**config.mk**
```make
export PLATFORM = sky130hd
export DESIGN_NAME = cascaded_notch_highpass_chain
export DESIGN_NICKNAME = d
export VERILOG_FILES = /design/src/cnhc_pkg.sv /design/src/cascaded_notch_highpass_chain.sv
export SDC_FILE = /design/constraint.sdc
export NUM_CORES = 2
export LEC_CHECK = 0
export BUFFER_PORTS_ARGS = -buffer_cell sky130_fd_sc_hd__buf_2
export CORE_MARGIN = 3
export CORE_UTILIZATION = 40
export CTS_BUF_LIST = sky130_fd_sc_hd__clkbuf_8
export DETAILED_ROUTE_END_ITERATION = 8
export GPL_TIMING_DRIVEN = 0
export PLACE_DENSITY = 0.56
export SLEW_MARGIN = 5
export SYNTH_ARGS = -nofsm -noshare
export SYNTH_HDL_FRONTEND = slang
export SYNTH_SLANG_ARGS = --single-unit
```
**constraint.sdc**
```tcl
create_clock -name aclk -period 10.88 [get_ports aclk]
set_input_delay 0 -clock aclk [delete_from_list [all_inputs] [get_ports aclk]]
set_output_delay 0 -clock aclk [all_outputs]
set_load 0.01 [all_outputs]
```
**src/cnhc_pkg.sv**
```systemverilog
// ============================================================================
// Cascaded notch / high-pass chain: shared package
// Widths, constants, the sequencer state type and the saturation helper.
// ============================================================================
package cnhc_pkg;

    // Number of cascaded notch sections and the sample width.
    localparam int NOTCH_STAGES = 6;
    localparam int SAMPLE_WIDTH = 16;

    // Width of the stage counter, which must be at least one bit wide.
    localparam int STAGE_W = (NOTCH_STAGES > 1) ? $clog2(NOTCH_STAGES) : 1;

    // Q16 coefficient register.
    localparam int COEF_W = 17;
    localparam logic [COEF_W-1:0] COEF_RESET = COEF_W'(87301);

    // Fraction bits of the notch arithmetic.
    localparam int FRAC_BITS = 16;

    // 0.75 * 2^16 is 3 << 14; 0.5 * 2^16 is 1 << 15.
    localparam int FF_SHIFT = FRAC_BITS - 2;
    localparam int FB_SHIFT = FRAC_BITS - 1;

    // Product width: unsigned coefficient times a difference of two samples.
    localparam int PROD_W = COEF_W + 1 + SAMPLE_WIDTH + 1;

    // Accumulator width, with headroom for all three notch terms.
    localparam int ACC_W = COEF_W + SAMPLE_WIDTH + 3;

    // High-pass: (d << 15 + y1 << 10) >> 16 equals (d << 5 + y1) >> 6.
    localparam int HP_GAIN_SHIFT = 5;
    localparam int HP_OUT_SHIFT = 6;
    localparam int HP_W = SAMPLE_WIDTH + HP_GAIN_SHIFT + 2;

    localparam logic signed [ACC_W-1:0] SAT_MAX =
        ACC_W'((64'sd1 <<< (SAMPLE_WIDTH - 1)) - 64'sd1);
    localparam logic signed [ACC_W-1:0] SAT_MIN =
        ACC_W'(-(64'sd1 <<< (SAMPLE_WIDTH - 1)));

    // Sequencer states.
    typedef enum logic [1:0] {
        ST_IDLE,
        ST_MUL,
        ST_ACC,
        ST_TAIL
    } seq_state_t;

    typedef logic signed [SAMPLE_WIDTH-1:0] sample_t;

    // Saturate a wide signed value to the sample range.
    function automatic sample_t sat_sample(input logic signed [ACC_W-1:0] v);
        sample_t r;
        if (v > SAT_MAX) begin
            r = SAT_MAX[SAMPLE_WIDTH-1:0];
        end else if (v < SAT_MIN) begin
            r = SAT_MIN[SAMPLE_WIDTH-1:0];
        end else begin
            r = v[SAMPLE_WIDTH-1:0];
        end
        return r;
    endfunction

endpackage

```
**src/cascaded_notch_highpass_chain.sv**
```systemverilog
// ============================================================================
// Cascaded notch / high-pass chain
// A new sample is taken only in the idle state, so the block is through with one
// sample before it takes the next. The one shared multiplier is visited by every
// notch section in a multiply cycle followed by an accumulate cycle, and the
// tail step waits while an unread result is held. Synchronous active-low reset
// clears all filter history, unprimes the averager and reloads the default
// coefficient.
// ============================================================================
module cascaded_notch_highpass_chain (
    input  logic                                 aclk,
    input  logic                                 aresetn,
    input  logic                                 cfg_wr_en,
    input  logic [cnhc_pkg::COEF_W-1:0]          cfg_wr_data,
    input  logic                                 s_valid,
    output logic                                 s_ready,
    input  logic signed [cnhc_pkg::SAMPLE_WIDTH-1:0] s_sample,
    output logic                                 m_valid,
    input  logic                                 m_ready,
    output logic signed [cnhc_pkg::SAMPLE_WIDTH-1:0] m_filtered
);

    localparam int SW = cnhc_pkg::SAMPLE_WIDTH;
    localparam int NS = cnhc_pkg::NOTCH_STAGES;
    localparam int AW = cnhc_pkg::ACC_W;
    localparam int PW = cnhc_pkg::PROD_W;
    localparam int HW = cnhc_pkg::HP_W;

    // Sequencer and datapath registers.
    cnhc_pkg::seq_state_t                 state_reg, state_next;
    logic [cnhc_pkg::STAGE_W-1:0]         stage_reg, stage_next;
    logic [cnhc_pkg::COEF_W-1:0]          coef_reg;
    logic signed [SW-1:0]                 cur_reg, cur_next;
    logic signed [PW-1:0]                 prod_reg, prod_next;
    logic signed [AW-1:0]                 part_reg, part_next;
    logic                                 out_valid_reg;
    logic signed [SW-1:0]                 out_data_reg;

    // Per-section history, one entry per notch section.
    logic signed [SW-1:0] x1_reg [NS];
    logic signed [SW-1:0] x2_reg [NS];
    logic signed [SW-1:0] y1_reg [NS];
    logic signed [SW-1:0] y2_reg [NS];

    // Tail history.
    logic signed [SW-1:0] avg_prev_reg;
    logic                 avg_primed_reg;
    logic signed [SW-1:0] hp_in_reg;
    logic signed [SW-1:0] hp_out_reg;

    // Control decoded from the state.
    logic in_xfer;
    logic do_mul;
    logic do_acc;
    logic out_load;
    logic last_stage;

    // Datapath intermediates.
    logic signed [SW-1:0]   hx1, hx2, hy1, hy2;
    logic signed [SW:0]     fwd_sum;
    logic signed [SW+2:0]   fwd_triple;
    logic signed [SW:0]     fb_diff;
    logic signed [AW-1:0]   acc_sum;
    logic signed [AW-1:0]   acc_shifted;
    logic signed [SW-1:0]   stage_out;
    logic signed [SW-1:0]   avg_base;
    logic signed [SW:0]     avg_sum;
    logic signed [SW-1:0]   avg_val;
    logic signed [SW:0]     hp_diff;
    logic signed [HW-1:0]   hp_sum;
    logic signed [HW-1:0]   hp_shifted;
    logic signed [SW-1:0]   hp_val;

    assign last_stage = (stage_reg == cnhc_pkg::STAGE_W'(NS - 1));

    // Next-state logic of the sequencer.
    always_comb begin
        state_next = state_reg;
        case (state_reg)
            cnhc_pkg::ST_IDLE: begin
                if (s_valid) begin
                    state_next = cnhc_pkg::ST_MUL;
                end
            end
            cnhc_pkg::ST_MUL: begin
                state_next = cnhc_pkg::ST_ACC;
            end
            cnhc_pkg::ST_ACC: begin
                if (last_stage) begin
                    state_next = cnhc_pkg::ST_TAIL;
                end else begin
                    state_next = cnhc_pkg::ST_MUL;
                end
            end
            cnhc_pkg::ST_TAIL: begin
                if (!out_valid_reg || m_ready) begin
                    state_next = cnhc_pkg::ST_IDLE;
                end
            end
            default: begin
                state_next = cnhc_pkg::ST_IDLE;
            end
        endcase
    end

    // Output decode of the sequencer.
    always_comb begin
        s_ready  = 1'b0;
        do_mul   = 1'b0;
        do_acc   = 1'b0;
        out_load = 1'b0;
        case (state_reg)
            cnhc_pkg::ST_IDLE: s_ready  = 1'b1;
            cnhc_pkg::ST_MUL:  do_mul   = 1'b1;
            cnhc_pkg::ST_ACC:  do_acc   = 1'b1;
            cnhc_pkg::ST_TAIL: out_load = !out_valid_reg || m_ready;
            default: begin
                s_ready = 1'b0;
            end
        endcase
    end

    assign in_xfer = s_valid && s_ready;

    // History of the section being worked on.
    assign hx1 = x1_reg[stage_reg];
    assign hx2 = x2_reg[stage_reg];
    assign hy1 = y1_reg[stage_reg];
    assign hy2 = y2_reg[stage_reg];

    // Multiply cycle: k * (x1 - y1) on the shared multiplier, and the
    // feed-forward and second feedback terms as shifts and adds.
    always_comb begin
        fwd_sum    = {cur_reg[SW-1], cur_reg} + {hx2[SW-1], hx2};
        fwd_triple = {{2{fwd_sum[SW]}}, fwd_sum} + {fwd_sum[SW], fwd_sum, 1'b0};
        fb_diff    = {hx1[SW-1], hx1} - {hy1[SW-1], hy1};
        prod_next  = $signed({1'b0, coef_reg}) * fb_diff;
        part_next  = ({{(AW-SW-3){fwd_triple[SW+2]}}, fwd_triple} <<< cnhc_pkg::FF_SHIFT)
                   - ({{(AW-SW){hy2[SW-1]}}, hy2} <<< cnhc_pkg::FB_SHIFT);
    end

    // Accumulate cycle: sum, floor shift and saturate.
    always_comb begin
        acc_sum     = {{(AW-PW){prod_reg[PW-1]}}, prod_reg} + part_reg;
        acc_shifted = acc_sum >>> cnhc_pkg::FRAC_BITS;
        stage_out   = cnhc_pkg::sat_sample(acc_shifted);
    end

    // Tail: two-sample average, primed by the first sample, then high-pass.
    always_comb begin
        avg_base   = avg_primed_reg ? avg_prev_reg : cur_reg;
        avg_sum    = {cur_reg[SW-1], cur_reg} + {avg_base[SW-1], avg_base};
        avg_val    = avg_sum[SW:1];
        hp_diff    = {avg_val[SW-1], avg_val} - {hp_in_reg[SW-1], hp_in_reg};
        hp_sum     = ({{(HW-SW-1){hp_diff[SW]}}, hp_diff} <<< cnhc_pkg::HP_GAIN_SHIFT)
                   + {{(HW-SW){hp_out_reg[SW-1]}}, hp_out_reg};
        hp_shifted = hp_sum >>> cnhc_pkg::HP_OUT_SHIFT;
        hp_val     = cnhc_pkg::sat_sample({{(AW-HW){hp_shifted[HW-1]}}, hp_shifted});
    end

    // Next values of the working sample and the stage counter.
    always_comb begin
        cur_next   = cur_reg;
        stage_next = stage_reg;
        if (in_xfer) begin
            cur_next   = s_sample;
            stage_next = '0;
        end else if (do_acc) begin
            cur_next = stage_out;
            if (!last_stage) begin
                stage_next = stage_reg + 1'b1;
            end
        end
    end

    // Control registers and coefficient.
    always_ff @(posedge aclk) begin
        if (!aresetn) begin
            state_reg     <= cnhc_pkg::ST_IDLE;
            stage_reg     <= '0;
            coef_reg      <= cnhc_pkg::COEF_RESET;
            out_valid_reg <= 1'b0;
        end else begin
            state_reg <= state_next;
            stage_reg <= stage_next;
            if (cfg_wr_en) begin
                coef_reg <= cfg_wr_data;
            end
            if (out_load) begin
                out_valid_reg <= 1'b1;
            end else if (m_ready) begin
                out_valid_reg <= 1'b0;
            end
        end
    end

    // Payload registers of the datapath.
    always_ff @(posedge aclk) begin
        cur_reg <= cur_next;
        if (do_mul) begin
            prod_reg <= prod_next;
            part_reg <= part_next;
        end
        if (out_load) begin
            out_data_reg <= hp_val;
        end
    end

    // Filter history, cleared by reset.
    always_ff @(posedge aclk) begin
        if (!aresetn) begin
            for (int i = 0; i < NS; i++) begin
                x1_reg[i] <= '0;
                x2_reg[i] <= '0;
                y1_reg[i] <= '0;
                y2_reg[i] <= '0;
            end
            avg_prev_reg   <= '0;
            avg_primed_reg <= 1'b0;
            hp_in_reg      <= '0;
            hp_out_reg     <= '0;
        end else begin
            if (do_acc) begin
                x2_reg[stage_reg] <= hx1;
                x1_reg[stage_reg] <= cur_reg;
                y2_reg[stage_reg] <= hy1;
                y1_reg[stage_reg] <= stage_out;
            end
            if (out_load) begin
                avg_prev_reg   <= cur_reg;
                avg_primed_reg <= 1'b1;
                hp_in_reg      <= avg_val;
                hp_out_reg     <= hp_val;
            end
        end
    end

    assign m_valid    = out_valid_reg;
    assign m_filtered = out_data_reg;

    // A transfer always starts the first section.
    assert property (@(posedge aclk) disable iff (!aresetn)
        in_xfer |=> (state_reg == cnhc_pkg::ST_MUL) && (stage_reg == '0))
        else $error("sample transfer did not start the first notch section");

    // The stage counter never leaves the range of sections while working.
    assert property (@(posedge aclk) disable iff (!aresetn)
        (state_reg == cnhc_pkg::ST_MUL || state_reg == cnhc_pkg::ST_ACC)
            |-> (stage_reg <= cnhc_pkg::STAGE_W'(NS - 1)))
        else $error("notch stage counter out of range");

    // Every multiply is followed by its accumulate.
    assert property (@(posedge aclk) disable iff (!aresetn)
        (state_reg == cnhc_pkg::ST_MUL) |=> (state_reg == cnhc_pkg::ST_ACC))
        else $error("multiply cycle not followed by accumulate");

    // A result only appears after the tail step.
    assert property (@(posedge aclk) disable iff (!aresetn)
        $rose(m_valid) |-> ($past(state_reg) == cnhc_pkg::ST_TAIL))
        else $error("result raised outside the tail step");

    // The tail is only reached after the last section.
    assert property (@(posedge aclk) disable iff (!aresetn)
        (state_reg == cnhc_pkg::ST_ACC) && !last_stage |=> (state_reg == cnhc_pkg::ST_MUL))
        else $error("notch cascade left early");

endmodule
```
[After elaboration in Yosys (flattened, before gate mapping)]
Memories as Yosys holds them, arrays and structs flattened. A register that Yosys moved wholly into a read port is not among the register bits.
Cells that the tools add are included.
Operators by class
  add/sub/neg operators: 9
  $mul: 1
  $lt $le $gt $ge: 4
  equal/unequal tests: 6
  multiplexer cells: 41
  bitwise operators: 2
  reductions and logical operators: 13
Operators by type and width (number)
  two-way mux 16 bit: 11
  OR reduction 16 bit: 4
  adder 36 bit: 1
  two-way mux 3 bit: 12
  multiplier 18 x 17 -> 35 bit: 1
  adder 16 x 16 -> 17 bit: 2
  subtractor 16 x 16 -> 17 bit: 2
  subtractor 33 x 31 -> 34 bit: 1
  adder 22 x 16 -> 23 bit: 1
  > comparator 20 x 16 -> 1 bit (second input constant): 1
  < comparator 20 x 16 -> 1 bit (second input constant): 1
  adder 17 x 18 -> 19 bit: 1
  > comparator 17 x 16 -> 1 bit (second input constant): 1
  < comparator 17 x 16 -> 1 bit (second input constant): 1
  two-way mux 1 bit: 14
  case mux 2 bit (4 select lines): 1
  two-way mux 2 bit: 3
  equality test 2 bit (second input constant): 2
  != test 2 bit (second input constant): 2
  AND reduction 2 bit: 2
  nonzero test 2 bit: 2
  adder 3 x 1 -> 3 bit (second input constant): 1
  equality test 3 bit (second input constant): 1
  equality test 2 x 1 -> 1 bit (second input constant): 1
  other kinds (6): 7
Word-level totals
  register bits: 175
  bits in writable memories: 384
  input bits: 38
  output and inout port bits: 18
  memories kept: 4
Memory list
  x1_reg: depth 6, width 16, rd ports 1, clocked after memory_dff 1, wr ports 6, RTL line cascaded_notch_highpass_chain.sv:40  | logic signed [SW-1:0] x1_reg [NS];
  x2_reg: depth 6, width 16, rd ports 1, clocked after memory_dff 1, wr ports 6, RTL line cascaded_notch_highpass_chain.sv:41  | logic signed [SW-1:0] x2_reg [NS];
  y1_reg: depth 6, width 16, rd ports 1, clocked after memory_dff 1, wr ports 6, RTL line cascaded_notch_highpass_chain.sv:42  | logic signed [SW-1:0] y1_reg [NS];
  y2_reg: depth 6, width 16, rd ports 1, clocked after memory_dff 1, wr ports 6, RTL line cascaded_notch_highpass_chain.sv:43  | logic signed [SW-1:0] y2_reg [NS];

[Depth between registers and ports, before layout]
  word-level depth: 7
  depth in mapped cells: 39
  depth with buffers taken out: 36

[Least setup slack after synthesis]
OpenSTA, ideal clock, no wires.
  path kind: register to register
  from: register with a tool-made name
  to: register prod_reg[34], data pin
  setup time: 0.260 ns
  data arrival time: 9.355 ns
  data required time: 10.620 ns
  setup slack: 1.265 ns
  cell stages (with the launch flop): 38
  path buffers: 3
  period minus slack after synthesis: 9.615 ns
  cells stage by stage: dfxtp_1 > buf_2 > buf_1 > mux4_2 > mux2_2 > ha_1 > fa_1 > nand2b_1 > a21boi_0 > o21ai_0 > a21oi_1 > o21ai_0 > a21boi_0 > o211ai_1 > a21o_1 > a41oi_1 > clkbuf_1 > nor2_1 > [2 not listed] > fa_1 > inv_1 > fa_1 > fa_1 > fa_1 > inv_1 > fa_1 > inv_1 > ha_1 > and4_1 > nand2_1 > a21oi_1 > o21ai_0 > a31oi_1 > nand4_1 > o21ai_0 > a31oi_1 > xnor2_1
RTL lines
  to (signal assigned): RTL line cascaded_notch_highpass_chain.sv:201  | prod_reg <= prod_next;
  to (decl): RTL line cascaded_notch_highpass_chain.sv:34  | logic signed [PW-1:0] prod_reg, prod_next;

==> flow_summary_export.csv <==
group,metric,value,unit
status,status,"finished clean",
cells_and_area,area_delta_synth_final,12.94,%
timing,max_freq,0.09606,GHz
floorplanning,io_pins,56,
timing,setup_viol,0,
critical_path,ff2ff_setup_slack,470,ps
synth,synth_nets,4104,
critical_path,reg2reg_to,"prod_reg[31]$_DFFE_PN_",
placement,dp_hpwl,87540,um
synth,syn_area,41980,sq um
timing,finalHoldViolations,0,
timing,fin_skew,61.95,ps
synth,async_reset_ff_frac,0,
min_path,hold_end,"coef_reg[3]$_SDFFE_PN0P_",
floorplanning,die_h,329.9,um
routing,dr.first_iter.drc_count,2657,
synth,avgSynthCellArea,11.73,sq um
job,drv_cap,0,
cts,clk_path_buf_depth,3,
cells_and_area,nNetsFinal,4336,
cells_and_area,stdcell_count,5279,
global_routing,antenna_found_initial,4,
timing,slew_headroom,0.06791,
cells_and_area,final_common_cell,"edfxtp_1",
cts,path_clk_slew,70,ps
global_routing,grt_first_pass_wirelength,179100,um
critical_path,required,11380,ps
floorplanning,die_area,108900,sq um
cts,clk_latency,770,ps
floorplanning,rows,118,
global_routing,track_usage,0.2223,
placement,dp_cells,5031,
placement,io_buffers,54,
timing,period_share,0.9568,
synth,synth_cell_type_count,76,
routing,routed_via_density,5.337,
critical_path,ff2ff_path_depth,37,
routing,drt-wirelength-per-cell,22.74,um
critical_path,worstPathMaxFanout,10,
synth,synth_edf_count,585,
timing,rsz0062_at_grt,"yes",
floorplanning,coreArea,103800,sq um
cts,cts_buffers,108,
critical_path,max_stage_delay,560,ps
min_path,hold_depth,4,
synth,yosysSeqAreaShare,0.4519,
global_routing,grt_pass1_vias,28340,
synth,synth_top_cell_area_share,0.4185,
cells_and_area,final_cell_mix,"585 x edfxtp_1, 432 x inv_1, 346 x nand2_1",
cts,htreeDepth,3,
cts,cts.sinks,655,
timing,tightest_slew,1393,ps
routing,drc,0,
floorplanning,initial_utilization,0.4044,
cts,cts_tree,"done",
critical_path,cp_slowest_cell,"mux4_2",
min_path,hold_path_startpoint,"cfg_wr_data[3]",
critical_path,crit_path_end_kind,"flop",
global_routing,grt_max_degree,48,
floorplanning,die_w,329.9,um
timing,layout_min_cycle_time,10410,ps
timing,drv_slew,0,
critical_path,worstSetupPathType,"reg2reg",
routing,firstDrtPassIters,5,
placement,place_congestion,0.8588,
cells_and_area,drive_above_1_share,0.1309,
synth,synthFlopType,"edfxtp_1",
critical_path,cp_common_cell,"fa_1",
critical_path,cp-start-kind,"flop",
cells_and_area,final_core_util,0.4568,
synth,ys_warn_count,0,
synth,synth_top_area_cell,"edfxtp_1",
min_path,hp-class,"in2reg",
routing,via_count,28170,
cts,cts-root-buf,"clkbuf_8",
synth,syn_inst,3577,
critical_path,worstPathArrival,10910,ps
routing,ant_nets,0,
synth,synth_area_leaders,"edfxtp_1 42%, fa_1 11%, ha_1 7.7%, mux4_2 6.9%, inv_1 3.6%",
global_routing,grt_overflow,0,
synth,synth-seq-cells,655,
routing,postRouteWirelength,120000,um
[final cells by class]
type,count,area (sq um)
Tap cell,1380,1727
Fill cell,9567,56380
Timing Repair Buffer,124,1211
Multi-Input combinational cell,2352,21090
Sequential cell,655,18970
Clock buffer,111,1528
Clock inverter,85,610.6
Inverter,400,1501
Antenna cell,4,10.01
Buffer,168,762.0
[worst max-delay path by stage]
stage | cells past startpoint | start | end | slack, ps
after floorplan | 37 | flop | prod_reg[34]$_DFFE_PN_ | 1270
after global placement | 37 | flop | prod_reg[34]$_DFFE_PN_ | -1640
after detailed placement | 37 | flop | prod_reg[34]$_DFFE_PN_ | -1620
after CTS | 34 | flop | prod_reg[34]$_DFFE_PN_ | 20
after global routing | 37 | flop | prod_reg[31]$_DFFE_PN_ | -80
final | 37 | flop | prod_reg[31]$_DFFE_PN_ | 470
[layer usage]
layer	up-vias	GRT usage	share of wire
met4	0	0.07237	0.033
met1	14220	0.3104	0.44
li1	12840	-	-
met3	201	0.04099	0.074
met2	914	0.3512	0.45
met5	-	0	0
[timing repair]
action                     4_1_cts  5_1_grt
gates resized for setup         39       30
setup endpoints to repair       20       12
hold endpoints to repair        42        0
buffers inserted                 0        0
hold buffers                    50        0
[cell usage after synthesis (all sizes together), types with 14 or more instances]
library cell / count
dfxtp: 70
o21a: 22
xnor2: 80
a21boi: 42
inv: 400
nand2: 356
mux2i: 62
nand2b: 57
edfxtp: 585
buf: 41
a21o: 47
clkbuf: 129
mux4: 128
nor2: 338
a21oi: 104
nand3: 38
a31oi: 15
o21ai: 121
fa: 230
or2: 14
and2: 95
nor3: 33
and3: 22
nor2b: 71
xor2: 39
mux2: 56
o21bai: 14
ha: 259
[worst max-delay path: cells and delay by family, from the launching register on]
kind | cells | cell delay (ps)
AO/OA/AOI/OAI | 13 | 2770
XOR/XNOR | 1 | 160
adder cells (fa/ha/maj) | 9 | 4110
buffers and inverters | 7 | 1050
flip-flops | 1 | 330
multiplexers | 2 | 900
AND/OR/NAND/NOR | 5 | 810
[through the flow]
step                setup TNS (ps)  cell area (sq um)  setup slack, ps  hold slack (ps)
global route                -187.5              47400           -80.13            76.57
floorplan                        0              41980             1265            129.0
finish                           0              47410            469.5            88.29
detailed placement          -18600              44550            -1619            224.7
global placement            -35690              43970            -1642            216.3
CTS                              0              47290            20.67            14.64
[kinds of logic (layout without fill, tap and decap cells)]
group	after synthesis	in the layout	share of synthesized area
xor gates and xnor gates	119	119	0.02483
DFF	655	655	0.4519
AOI/OAI and AO/OA	444	444	0.06939
buffers and inverters	570	888	0.05264
other	0	4	0
adders and majority gates	489	489	0.1869
muxes	246	246	0.09857
and+or+nand+nor	1054	1054	0.1158
Power is not shown: default switching activity piles up to over one toggle a cycle in this logic, so the estimate is an artifact.
